[src/rtl/core/spq_pkg.sv]
`timescale 1ns / 1ps

package spq_pkg;

	localparam logic OP_ENQ = 1'b0;
	localparam logic OP_DEQ = 1'b1;

	typedef enum logic [1:0] {
		ST_OK    = 2'd0,
		ST_NULL  = 2'd1,
		ST_FULL  = 2'd2,
		ST_EMPTY = 2'd3
	} status_t;

	// controller -> datapath
	typedef struct packed {
		logic    capture;
		logic    idx_init;
		logic    rd_prev;
		logic    rd_head;
		logic    shift;
		logic    insert;
		logic    pop;
		logic    ld_res;
		status_t res_status;
	} cmd_t;

	// datapath -> controller
	typedef struct packed {
		logic req_op;
		logic req_null;
		logic full;
		logic empty;
		logic idx_zero;
		logic prev_lt;
		logic can_load;
	} sts_t;

endpackage

[src/rtl/core/spq_ctrl.sv]
`timescale 1ns / 1ps

module spq_ctrl (
	input  logic          clk,
	input  logic          arst_n,
	input  logic          req_valid,
	output logic          req_stall,
	input  spq_pkg::sts_t sts,
	output spq_pkg::cmd_t cmd
);
	import spq_pkg::*;

	typedef enum logic [4:0] {
		S_IDLE  = 5'b00001,
		S_CHECK = 5'b00010,
		S_SEEK  = 5'b00100,
		S_CMP   = 5'b01000,
		S_POP   = 5'b10000
	} state_t;

	state_t state_q, state_d;

	assign req_stall = !((state_q == S_IDLE) && sts.can_load);

	always_comb begin
		state_d = state_q;
		cmd = '0;
		cmd.res_status = ST_OK;
		case (state_q)
			S_IDLE: begin
				if (req_valid && !req_stall) begin
					cmd.capture = 1'b1;
					state_d = S_CHECK;
				end
			end
			S_CHECK: begin
				if (sts.req_op == OP_ENQ) begin
					if (sts.req_null) begin
						cmd.ld_res = 1'b1;
						cmd.res_status = ST_NULL;
						state_d = S_IDLE;
					end else if (sts.full) begin
						cmd.ld_res = 1'b1;
						cmd.res_status = ST_FULL;
						state_d = S_IDLE;
					end else begin
						cmd.idx_init = 1'b1;
						state_d = S_SEEK;
					end
				end else begin
					if (sts.empty) begin
						cmd.ld_res = 1'b1;
						cmd.res_status = ST_EMPTY;
						state_d = S_IDLE;
					end else begin
						cmd.rd_head = 1'b1;
						state_d = S_POP;
					end
				end
			end
			S_SEEK: begin
				if (sts.idx_zero) begin
					cmd.insert = 1'b1;
					cmd.ld_res = 1'b1;
					state_d = S_IDLE;
				end else begin
					cmd.rd_prev = 1'b1;
					state_d = S_CMP;
				end
			end
			S_CMP: begin
				// stop behind the first entry with a strictly smaller key
				if (sts.prev_lt) begin
					cmd.insert = 1'b1;
					cmd.ld_res = 1'b1;
					state_d = S_IDLE;
				end else begin
					cmd.shift = 1'b1;
					state_d = S_SEEK;
				end
			end
			S_POP: begin
				cmd.pop = 1'b1;
				cmd.ld_res = 1'b1;
				state_d = S_IDLE;
			end
			default: begin
				state_d = S_IDLE;
			end
		endcase
	end

	always_ff @(posedge clk or negedge arst_n) begin
		if (!arst_n) begin
			state_q <= S_IDLE;
		end else begin
			state_q <= state_d;
		end
	end

endmodule

[src/rtl/core/spq_dpath.sv]
`timescale 1ns / 1ps

module spq_dpath #(
	parameter int DEPTH = 16
) (
	input  logic          clk,
	input  logic          arst_n,
	input  spq_pkg::cmd_t cmd,
	output spq_pkg::sts_t sts,
	input  logic          op,
	input  logic [31:0]   item_key,
	input  logic [31:0]   item_handle,
	output logic          rsp_valid,
	input  logic          rsp_stall,
	output logic [1:0]    status,
	output logic [31:0]   head_key,
	output logic [31:0]   head_handle,
	output logic [4:0]    entries_held
);
	import spq_pkg::*;

	localparam int AW = (DEPTH > 1) ? $clog2(DEPTH) : 1;
	localparam int CW = $clog2(DEPTH + 1);
	localparam logic [AW:0]   DEPTH_W = (AW + 1)'(DEPTH);
	localparam logic [AW-1:0] LAST    = AW'(DEPTH - 1);

	// entry storage, key in the upper half
	logic [63:0] mem [DEPTH];

	logic [AW-1:0] head_q;
	logic [CW-1:0] occ_q, occ_d;
	logic [CW-1:0] idx_q;
	logic          req_op_q;
	logic [31:0]   req_key_q;
	logic [31:0]   req_handle_q;
	logic [63:0]   rd_data_q;

	logic          rsp_valid_q;
	logic [1:0]    status_q;
	logic [31:0]   head_key_q;
	logic [31:0]   head_handle_q;
	logic [4:0]    held_q;

	logic [AW:0]   wr_sum, rd_sum;
	logic [AW-1:0] wr_addr, rd_addr;
	logic [63:0]   wr_data;

	// logical position -> physical slot of the circular store
	assign wr_sum  = {1'b0, head_q} + (AW + 1)'(idx_q);
	assign rd_sum  = {1'b0, head_q} + (AW + 1)'(idx_q - CW'(1));
	assign wr_addr = (wr_sum >= DEPTH_W) ? AW'(wr_sum - DEPTH_W) : wr_sum[AW-1:0];
	assign rd_addr = cmd.rd_head ? head_q :
		((rd_sum >= DEPTH_W) ? AW'(rd_sum - DEPTH_W) : rd_sum[AW-1:0]);
	assign wr_data = cmd.shift ? rd_data_q : {req_key_q, req_handle_q};

	always_ff @(posedge clk) begin
		if (cmd.shift || cmd.insert) begin
			mem[wr_addr] <= wr_data;
		end
		if (cmd.rd_prev || cmd.rd_head) begin
			rd_data_q <= mem[rd_addr];
		end
	end

	always_ff @(posedge clk) begin
		if (cmd.capture) begin
			req_op_q     <= op;
			req_key_q    <= item_key;
			req_handle_q <= item_handle;
		end
		if (cmd.idx_init) begin
			idx_q <= occ_q;
		end else if (cmd.shift) begin
			idx_q <= idx_q - CW'(1);
		end
	end

	always_comb begin
		occ_d = occ_q;
		if (cmd.insert) begin
			occ_d = occ_q + CW'(1);
		end else if (cmd.pop) begin
			occ_d = occ_q - CW'(1);
		end
	end

	always_ff @(posedge clk or negedge arst_n) begin
		if (!arst_n) begin
			occ_q  <= '0;
			head_q <= '0;
		end else begin
			occ_q <= occ_d;
			if (cmd.pop) begin
				head_q <= (head_q == LAST) ? '0 : head_q + AW'(1);
			end
		end
	end

	always_ff @(posedge clk or negedge arst_n) begin
		if (!arst_n) begin
			rsp_valid_q <= 1'b0;
		end else if (cmd.ld_res) begin
			rsp_valid_q <= 1'b1;
		end else if (!rsp_stall) begin
			rsp_valid_q <= 1'b0;
		end
	end

	always_ff @(posedge clk) begin
		if (cmd.ld_res) begin
			status_q      <= cmd.res_status;
			head_key_q    <= cmd.pop ? rd_data_q[63:32] : 32'd0;
			head_handle_q <= cmd.pop ? rd_data_q[31:0] : 32'd0;
			held_q        <= 5'(occ_d);
		end
	end

	assign sts.req_op   = req_op_q;
	assign sts.req_null = (req_handle_q == 32'd0);
	assign sts.full     = (occ_q == CW'(DEPTH));
	assign sts.empty    = (occ_q == '0);
	assign sts.idx_zero = (idx_q == '0);
	assign sts.prev_lt  = (rd_data_q[63:32] < req_key_q);
	assign sts.can_load = !rsp_valid_q || !rsp_stall;

	assign rsp_valid    = rsp_valid_q;
	assign status       = status_q;
	assign head_key     = head_key_q;
	assign head_handle  = head_handle_q;
	assign entries_held = held_q;

endmodule

[src/rtl/core/sorted_priority_queue.sv]
`timescale 1ns / 1ps
// One item at a time. A refused item or an empty dequeue hands over its result from the check
// state, a dequeue reads the head and then pops it, and an enqueue steps back from the tail
// one entry at a time until it finds its place; each moved entry costs a read and a write of the
// single-port entry store. The next item is taken at the edge that drains the result.
// Reset clears occupancy, head pointer, controller and result valid; entries are not cleared.
module sorted_priority_queue #(
	parameter int DEPTH = 16
) (
	input  logic        clk,
	input  logic        arst_n,
	input  logic        req_valid,
	output logic        req_stall,
	input  logic        op,
	input  logic [31:0] item_key,
	input  logic [31:0] item_handle,
	output logic        rsp_valid,
	input  logic        rsp_stall,
	output logic [1:0]  status,
	output logic [31:0] head_key,
	output logic [31:0] head_handle,
	output logic [4:0]  entries_held
);
	import spq_pkg::*;

	cmd_t cmd;
	sts_t sts;

	spq_ctrl u_ctrl (
		.clk       (clk),
		.arst_n    (arst_n),
		.req_valid (req_valid),
		.req_stall (req_stall),
		.sts       (sts),
		.cmd       (cmd)
	);

	spq_dpath #(
		.DEPTH (DEPTH)
	) u_dpath (
		.clk          (clk),
		.arst_n       (arst_n),
		.cmd          (cmd),
		.sts          (sts),
		.op           (op),
		.item_key     (item_key),
		.item_handle  (item_handle),
		.rsp_valid    (rsp_valid),
		.rsp_stall    (rsp_stall),
		.status       (status),
		.head_key     (head_key),
		.head_handle  (head_handle),
		.entries_held (entries_held)
	);

endmodule
[config.mk]
export PLATFORM = sky130hd
export DESIGN_NAME = sorted_priority_queue
export DESIGN_NICKNAME = d
export VERILOG_FILES = /design/src/rtl/core/spq_pkg.sv /design/src/rtl/core/spq_ctrl.sv /design/src/rtl/core/spq_dpath.sv /design/src/rtl/core/sorted_priority_queue.sv
export SDC_FILE = /design/constraint.sdc
export NUM_CORES = 1
export LEC_CHECK = 0
export ABC_AREA = 1
export BUFFER_PORTS_ARGS = -buffer_cell sky130_fd_sc_hd__buf_4
export CORE_MARGIN = 8
export CORE_UTILIZATION = 55
export CTS_CLUSTER_SIZE = 12
export DETAILED_ROUTE_END_ITERATION = 10
export MAX_ROUTING_LAYER = met4
export PLACE_DENSITY = 0.72
export SLEW_MARGIN = 0
export SYNTH_ARGS = -nofsm -noshare
export SYNTH_HDL_FRONTEND = slang
export SYNTH_SLANG_ARGS = --single-unit
[constraint.sdc]
create_clock -name clk -period 11.8 [get_ports clk]
set_input_delay 2.36 -clock clk [delete_from_list [all_inputs] [get_ports clk]]
set_output_delay 2.36 -clock clk [all_outputs]
set_load 0.02 [all_outputs]
==> results of run 1 <==
[cells by family (layout without fill, tap and decap cells)]
kind of cell | count (synthesis) | in the layout | synth area share [%]
AO/OA/AOI/OAI | 105 | 105 | 0.994
adder cells (fa/ha/maj) | 43 | 43 | 1.02
flip-flops | 1244 | 1244 | 69.1
buffers and inverters | 1338 | 1576 | 9.78
XOR/XNOR | 16 | 16 | 0.260
AND/OR/NAND/NOR | 2304 | 2304 | 18.9
[final cells by class]
type                       count  share of cell area, %
sequential                  1244                   61.5
multi-input combinational   2468                   19.3
inverter                    1092                   6.77
clock buffer                 186                   6.10
timing repair buffer         265                   3.33
tap                         1287                   2.66
clock inverter                33                  0.333
[layer usage]
metal / global-route usage [%] / routed length [um]
met4: 9.09 / 4150
met3: 4.10 / 13100
met2: 40.6 / 64200
met5: - / 0
met1: 33.1 / 52900
[flip-flops by register name, summed over array words and instances, names as in the netlist]
name                  count
u_dpath.head_q            4
u_dpath.rsp_valid         1
u_dpath.idx_q             5
u_dpath.req_handle_q     32
u_dpath.mem            1024
u_dpath.entries_held      5
u_dpath.head_handle      32
u_dpath.rd_data_q        64
u_dpath.status            2
u_dpath.head_key         32
u_ctrl.state_q            5
u_dpath.req_op_q          1
u_dpath.occ_q             5
u_dpath.req_key_q        32
[cells in the mapped netlist (all sizes together) (6+ instances only)]
cell type | count | share of area (%)
a21oi | 17 | 0.16
buf | 190 | 1.8
clkbuf | 56 | 0.39
dfrtp | 14 | 0.65
edfxtp | 1229 | 68
ha | 41 | 0.95
inv | 1092 | 7.6
nand2 | 1114 | 7.8
nand3 | 987 | 9.2
nand3b | 64 | 0.89
nor2 | 128 | 0.94
o21ai | 83 | 0.77
xnor2 | 6 | 0.097
xor2 | 10 | 0.16
[worst max-delay path by stage]
stage / start / endpoint / slack, ps
5_1_grt: u_dpath.occ_q[0] / u_dpath.rd_data_q[16] / 6000
6_report: u_dpath.occ_q[0] / u_dpath.rd_data_q[7] / 6390
3_5_place_dp: rsp_stall / req_stall / 6490
4_1_cts: u_dpath.occ_q[0] / u_dpath.rd_data_q[12] / 6470
2_1_floorplan: rsp_stall / u_ctrl.state_q[0] / 5720
3_3_place_gp: rsp_stall / req_stall / 6500
[worst reg2reg max path: cells and delay by family, from the launching register on]
kind | cells | cell delay [ps]
fa+ha+maj | 1 | 230
simple gates | 9 | 2440
flops | 1 | 420
buf+inv | 3 | 2090
[power by group]
| group | total, uW | internal [uW] | switching (uW) |
|---|---|---|---|
| clock network | 3810 | 2210 | 1610 |
| registers | 5230 | 5180 | 52.9 |
| logic | 2150 | 608 | 1540 |
[placed cells by master, fill, tap and decap left out, types with 20 or more instances in the layout]
master	instances
edfxtp_1	1229
nand2_1	1107
inv_1	1085
nand3_1	984
buf_4	263
clkbuf_16	141
nor2_1	107
o21ai_0	77
nand3b_1	64
clkbuf_1	45
ha_1	41
clkinv_1	23
nor2_4	20
[stage by stage]
stage / util (%) / total power (uW) / setup WS [ps] / std cells
floorplan: - / 6780 / 5720 / 5050
global placement: 57.9 / 7390 / 6500 / 6356
detailed placement: 57.9 / 7440 / 6490 / 6356
CTS: 61.9 / 11200 / 6470 / 6575
global route: 61.9 / 11600 / 6000 / 6575
finish: 61.9 / 11200 / 6390 / 6575
==> out/summary.txt, run 1 <==
status -> finished, final reports clean
Routed WL -> 134000 um
Leak -> 0.0259 uW
Setup CP Type -> flop to flop
setup TNS -> 0 ps
synthesized area per cell -> 10.7 um2
cts repair resizes -> 0
share of cells above drive strength 1 -> 8.70%
root buffer cell -> clkbuf_16
Slowest cell on crit path -> buf_4
TritonCTS buffer count -> 131
CP cell instances -> inv_1, ha_1, nand3_2, nand3_2, nand2_4, nand2_8, buf_12, buf_4, nand2_1, nand3_1, nand3_1, nand3_1, nand2_1
R2R depth -> 13
fmax -> 185 MHz
die area -> 108000 um2
Chip Width -> 329 um
maxcap violations -> 0
initial antenna violation count -> 0
Crit. End Element -> flop
Synth cell types -> 33
ys async rst share -> 1.21%
PwrDens -> 185 nW/um2
RR Startpoint -> u_dpath.occ_q[0]
Post-DP Area -> 56700 um2
Hold Violations, Final -> 0
Ant. Diodes -> 0
max incr delay on CP -> 950 ps
Hold Buf Count CTS -> 0
RD Place Congestion -> 0.808
first-pass GRT wire length -> 203000 um
most used cell, CP -> nand3_1
clock skew -> 26.1 ps
FF+latch area -> 37300 um2
crit start category -> flop
Finished Cell Area -> 60600 um2
Die H -> 329 um
Tmin final -> 5410 ps
Port Buffers -> 141
Seq cells post-synth -> 1244
sequential share of the synthesized area -> 69.1%
Worst-Margin Slew -> 1290 ps
syn_nets -> 5162
Rel. slew slack -> 13.8%
post-DP HPWL -> 67200 um
Vias per Instance -> 5.48
R2R Setup Slk -> 6390 ps
Mapped Area -> 54000 um2
Worst Path Buf+Inv -> 3
Worst path top cell family by delay -> simple AND/OR/NAND/NOR gates
Top FF cell, synth -> edfxtp_1
vias in the first global route -> 34700
Initial Util -> 55.2%
ANT nets after route -> 0
row count -> 115
HP Start -> u_dpath.rsp_valid
DRT iter0 DRCs -> 3784
RSZ-0062 raised after global routing -> no
area grow syn2layout -> 12.2%
clk sinks -> 1244
worst vdd ir -> 0.139 mV
Levels on crit path -> 13
drt drc -> 0
largest net degree at the start of global routing -> 239
Tcrit/Tclk final -> 45.9%
Slew Viols, Final -> 0
RR Endpoint -> u_dpath.rd_data_q[7]
Post-synth EDFFs -> 1229
core area -> 97800 um2
Worst Path Required -> 12280 ps
via count -> 36000
worst hold path type -> flop to flop
hold endpoint -> u_dpath.rsp_valid
multi-input logic area -> 11700 um2
number of fillers in the final layout -> 7501
Top-Level Pins -> 142
setup bufs post-CTS -> 0
GR Util All Layers -> 25.4%
CTS clock-pin slew for the worst setup and hold paths -> 60 ps
Hold Slack -> 535 ps
CTS tree -> built
worst hold path depth -> 2
synth warn -> 0
drt wl/cell -> 20.4 um
critical path peak fanout -> 238
Final nets -> 5314
H-tree depth -> 4
CP arrival -> 5890 ps
global route overflow -> 0
Skew-Pair Late Insertion Delay -> 730 ps
Clock Path Buffers -> 3
Synth Instances -> 5050
First-pass DRT Iterations -> 5
# setup viols final -> 0
Note: power is estimated with default switching activity, not from simulation.
==> run 2: changes to the inputs <==
--- a/config.mk
+++ b/config.mk
@@ -5,14 +5,14 @@
 export SDC_FILE = /design/constraint.sdc
 export NUM_CORES = 1
 export LEC_CHECK = 0
-export ABC_AREA = 1
+export ABC_AREA = 0
 export BUFFER_PORTS_ARGS = -buffer_cell sky130_fd_sc_hd__buf_4
 export CORE_MARGIN = 8
 export CORE_UTILIZATION = 55
 export CTS_CLUSTER_SIZE = 12
 export DETAILED_ROUTE_END_ITERATION = 10
 export MAX_ROUTING_LAYER = met4
-export PLACE_DENSITY = 0.72
+export PLACE_DENSITY = 0.75
 export SLEW_MARGIN = 0
 export SYNTH_ARGS = -nofsm -noshare
 export SYNTH_HDL_FRONTEND = slang
==> constraint.sdc (replaced) <==
create_clock -name clk -period 4.7 [get_ports clk]
set_input_delay 0.94 -clock clk [delete_from_list [all_inputs] [get_ports clk]]
set_output_delay 0.94 -clock clk [all_outputs]
set_load 0.02 [all_outputs]
==> out/summary.txt, run 2 <==
status -> finished, final reports clean (unchanged)
Post-synth EDFFs -> 1229 (unchanged)
DRT iter0 DRCs -> 2469 (was 3784)
total power draw -> 26800 uW (was 11200 uW)
share of the synthesized area in the top cell type -> 74.4% (was 68.4%)
first-pass GRT wire length -> 157000 um (was 203000 um)
Slew Viols, Final -> 0 (unchanged)
Mapped Area -> 49600 um2 (was 54000 um2)
Post-Layout Cell Count -> 3933 (was 6575)
post-DP HPWL -> 56700 um (was 67200 um)
root buffer cell -> clkbuf_16 (unchanged)
H-tree depth -> 4 (unchanged)
Crit. End Element -> flop (unchanged)
most frequent cells in the layout -> edfxtp_1 (1229), mux2i_1 (578), buf_4 (180) (was edfxtp_1 (1229), nand2_1 (1107), inv_1 (1085))
max incr delay on CP -> 810 ps (was 950 ps)
Chip Width -> 316 um (was 329 um)
global route overflow -> 0 (unchanged)
CTS clock-pin slew for the worst setup and hold paths -> 60 ps (about the same)
RD Place Congestion -> 0.783 (was 0.808)
Top FF cell, synth -> edfxtp_1 (unchanged)
Worst Path Required -> 5060 ps (was 12280 ps)
Setup CP Type -> flop to flop (unchanged)
CP arrival -> 4450 ps (was 5890 ps)
Top-Level Pins -> 142 (unchanged)
Routed WL -> 107000 um (was 134000 um)
Hold Violations, Final -> 0 (unchanged)
Leak -> 0.0198 uW (was 0.0259 uW)
Initial Util -> 55.3% (was 55.2%)
setup bufs post-CTS -> 0 (unchanged)
commonest non-fill, non-tap cell in the layout -> edfxtp_1 (unchanged)
worst hold path type -> input port to async pin (was flop to flop)
clk sinks -> 1244 (unchanged)
top cells by count, synth -> edfxtp_1 (1229), mux2i_1 (580), mux4_2 (128) (was edfxtp_1 (1229), nand2_1 (1109), inv_1 (1086))
synth warn -> 0 (unchanged)
worst vdd ir -> 0.309 mV (was 0.139 mV)
R2R depth -> 9 (was 13)
Tcrit/Tclk final -> 86.9% (was 45.9%)
Tmin final -> 4090 ps (was 5410 ps)
worst setup path end -> u_dpath.head_handle[14] (was u_dpath.rd_data_q[7])
die area -> 100000 um2 (was 108000 um2)
Slowest cell on crit path -> a211oi_1 (was buf_4)
synthesized area per cell -> 20.3 um2 (was 10.7 um2)
PwrDens -> 476 nW/um2 (was 185 nW/um2)
Synth Instances -> 2439 (was 5050)
Largest regs -> u_dpath.mem (1024), u_dpath.rd_data_q (64) (unchanged)
RR Endpoint -> u_dpath.head_handle[14] (was u_dpath.rd_data_q[7])
maxcap violations -> 0 (unchanged)
Synth area leaders -> edfxtp_1 (74%), mux2i_1 (12%), mux4_2 (5.8%) (was edfxtp_1 (68%), nand3_1 (9.1%), nand2_1 (7.7%))
Hold Buf Count CTS -> 0 (unchanged)
via count -> 23800 (was 36000)
critical path peak fanout -> 26 (was 238)
ANT nets after route -> 0 (unchanged)
GR Util All Layers -> 22.0% (was 25.4%)
setup TNS -> 0 ps (unchanged)
Clock Path Buffers -> 3 (unchanged)
CP cell instances -> ha_1, a2111o_1, a211oi_1, o41ai_1, buf_4, o31ai_1, a31oi_1, nand2_4, buf_4 (was inv_1, ha_1, nand3_2, nand3_2, nand2_4, nand2_8, buf_12, buf_4, nand2_1, nand3_1, nand3_1, nand3_1, nand2_1)
CTS tree -> built (unchanged)
core area -> 89700 um2 (was 97800 um2)
Vias per Instance -> 6.06 (was 5.48)
share of cells above drive strength 1 -> 21.2% (was 8.70%)
R2R Setup Slk -> 610 ps (was 6390 ps)
Synth cell types -> 49 (was 33)
Critical path origin -> u_dpath.rd_data_q[33] (was u_dpath.occ_q[0])
TritonCTS buffer count -> 131 (unchanged)
First-pass DRT Iterations -> 5 (unchanged)
row count -> 110 (was 115)
sequential share of the synthesized area -> 75.1% (was 69.1%)
RR Startpoint -> u_dpath.rd_data_q[33] (was u_dpath.occ_q[0])
fmax -> 245 MHz (was 185 MHz)
vias in the first global route -> 24600 (was 34700)
crit start category -> flop (unchanged)
# setup viols final -> 0 (unchanged)
Biggest register -> u_dpath.mem (unchanged)
drt drc -> 0 (unchanged)
Port Buffers -> 141 (unchanged)
drt wl/cell -> 27.3 um (was 20.4 um)
most common cell in the netlist -> edfxtp_1 (unchanged)
Final nets -> 2784 (was 5314)
placed insts -> 3715 (was 6356)
cts repair resizes -> 0 (unchanged)
area grow syn2layout -> 13.3% (was 12.2%)
initial antenna violation count -> 3 (was 0)
post-synth top area cell -> edfxtp_1 (unchanged)
most used cell, CP -> buf_4 (was nand3_1)
Skew-Pair Late Insertion Delay -> 730 ps (about the same)
Seq cells post-synth -> 1244 (unchanged)
max FFs per register -> 1024 (unchanged)
Die H -> 316 um (was 329 um)
clock skew -> 34.7 ps (was 26.1 ps)
Worst-Margin Slew -> 1060 ps (was 1290 ps)
largest net degree at the start of global routing -> 89 (was 239)
syn_nets -> 2551 (was 5162)
ys async rst share -> 1.21% (unchanged)
Rel. slew slack -> 29.6% (was 13.8%)
RSZ-0062 raised after global routing -> no (unchanged)
## run 2: cell count changes after synthesis, moves of 29 or more
cell	change
nand3_1	-980
mux4_2	+128
nor2_1	-102
buf_6	+49
buf_2	-138
clkbuf_1	-29
and2_1	+67
o21ai_0	-67
nand2_1	-1086
mux2_2	+65
inv_1	-1045
mux2i_1	+580
nand3b_1	-61
## run 2: cell families (layout without fill, tap and decap cells)
kind of cell               count (synthesis)  count (layout)  share of synthesized area, %
AOI/OAI and AO/OA                         54              54                         0.699
xor gates and xnor gates                  14              14                         0.247
adders and majority gates                 43              43                          1.11
buffers and inverters                    148             464                          1.98
DFF                                     1244            1244                          75.1
muxes                                    773             773                          19.0
other                                      0               2                             0
and+or+nand+nor                          163             163                          1.83
## run 2: metrics by stage
| stage | cell area [um2] | setup slack, ps | util [%] | hold slack (ps) |
|---|---|---|---|---|
| floorplan | 49600 | -63.0 | - | 504 |
| global placement | 52400 | 785 | 58.4 | 537 |
| detailed placement | 52400 | 641 | 58.4 | 545 |
| CTS | 56200 | 612 | 62.6 | 29.0 |
| global route | 56200 | 488 | 62.6 | 47.2 |
| finish | 56200 | 615 | 62.6 | 61.3 |
## run 2: report_power, final
group	switching, uW	internal, uW
sequential	187	13000
combinational	2390	1890
clock	4010	5280
## run 2: worst min path at each step
| stage | from | end | slack (ps) | cells after the start |
|---|---|---|---|---|
| finish | arst_n | u_ctrl.state_q[2] | 60 | 1 |
| global placement | u_dpath.rd_data_q[22] | u_dpath.head_handle[22] | 540 | 1 |
| CTS | arst_n | u_ctrl.state_q[2] | 30 | 1 |
| floorplan | u_dpath.occ_q[3] | u_dpath.occ_q[3] | 500 | 1 |
| detailed placement | u_dpath.rsp_valid | u_dpath.rsp_valid | 550 | 2 |
| global route | arst_n | u_dpath.occ_q[1] | 50 | 1 |
## run 2: cell type report
| cell class | instances | area [um2] |
|---|---|---|
| inverter | 41 | 154 |
| antenna | 2 | 5.00 |
| clock inverter | 48 | 325 |
| tap | 1176 | 1470 |
| clock buffer | 168 | 3490 |
| multi-input combinational | 1047 | 11600 |
| sequential | 1244 | 37300 |
| fill | 6010 | 33500 |
| timing repair buffer | 207 | 1890 |
## run 2: worst max-delay path: cells and delay by family (launching register included)
| kind | cells | cell delay [ps] |
|---|---|---|
| AO/OA/AOI/OAI | 5 | 2190 |
| flip-flops | 1 | 410 |
| adder cells (fa/ha/maj) | 1 | 320 |
| AND/OR/NAND/NOR | 1 | 180 |
| buffers and inverters | 2 | 580 |
## run 2: routing by layer
layer / GRT usage (%) / routed length, um / vias up
met1: 28.9 / 43300 / 12400
met3: 3.69 / 7910 / 192
met2: 35.2 / 53000 / 953
li1: - / - / 10300
met4: 7.67 / 3080 / 0
met5: - / 0 / -
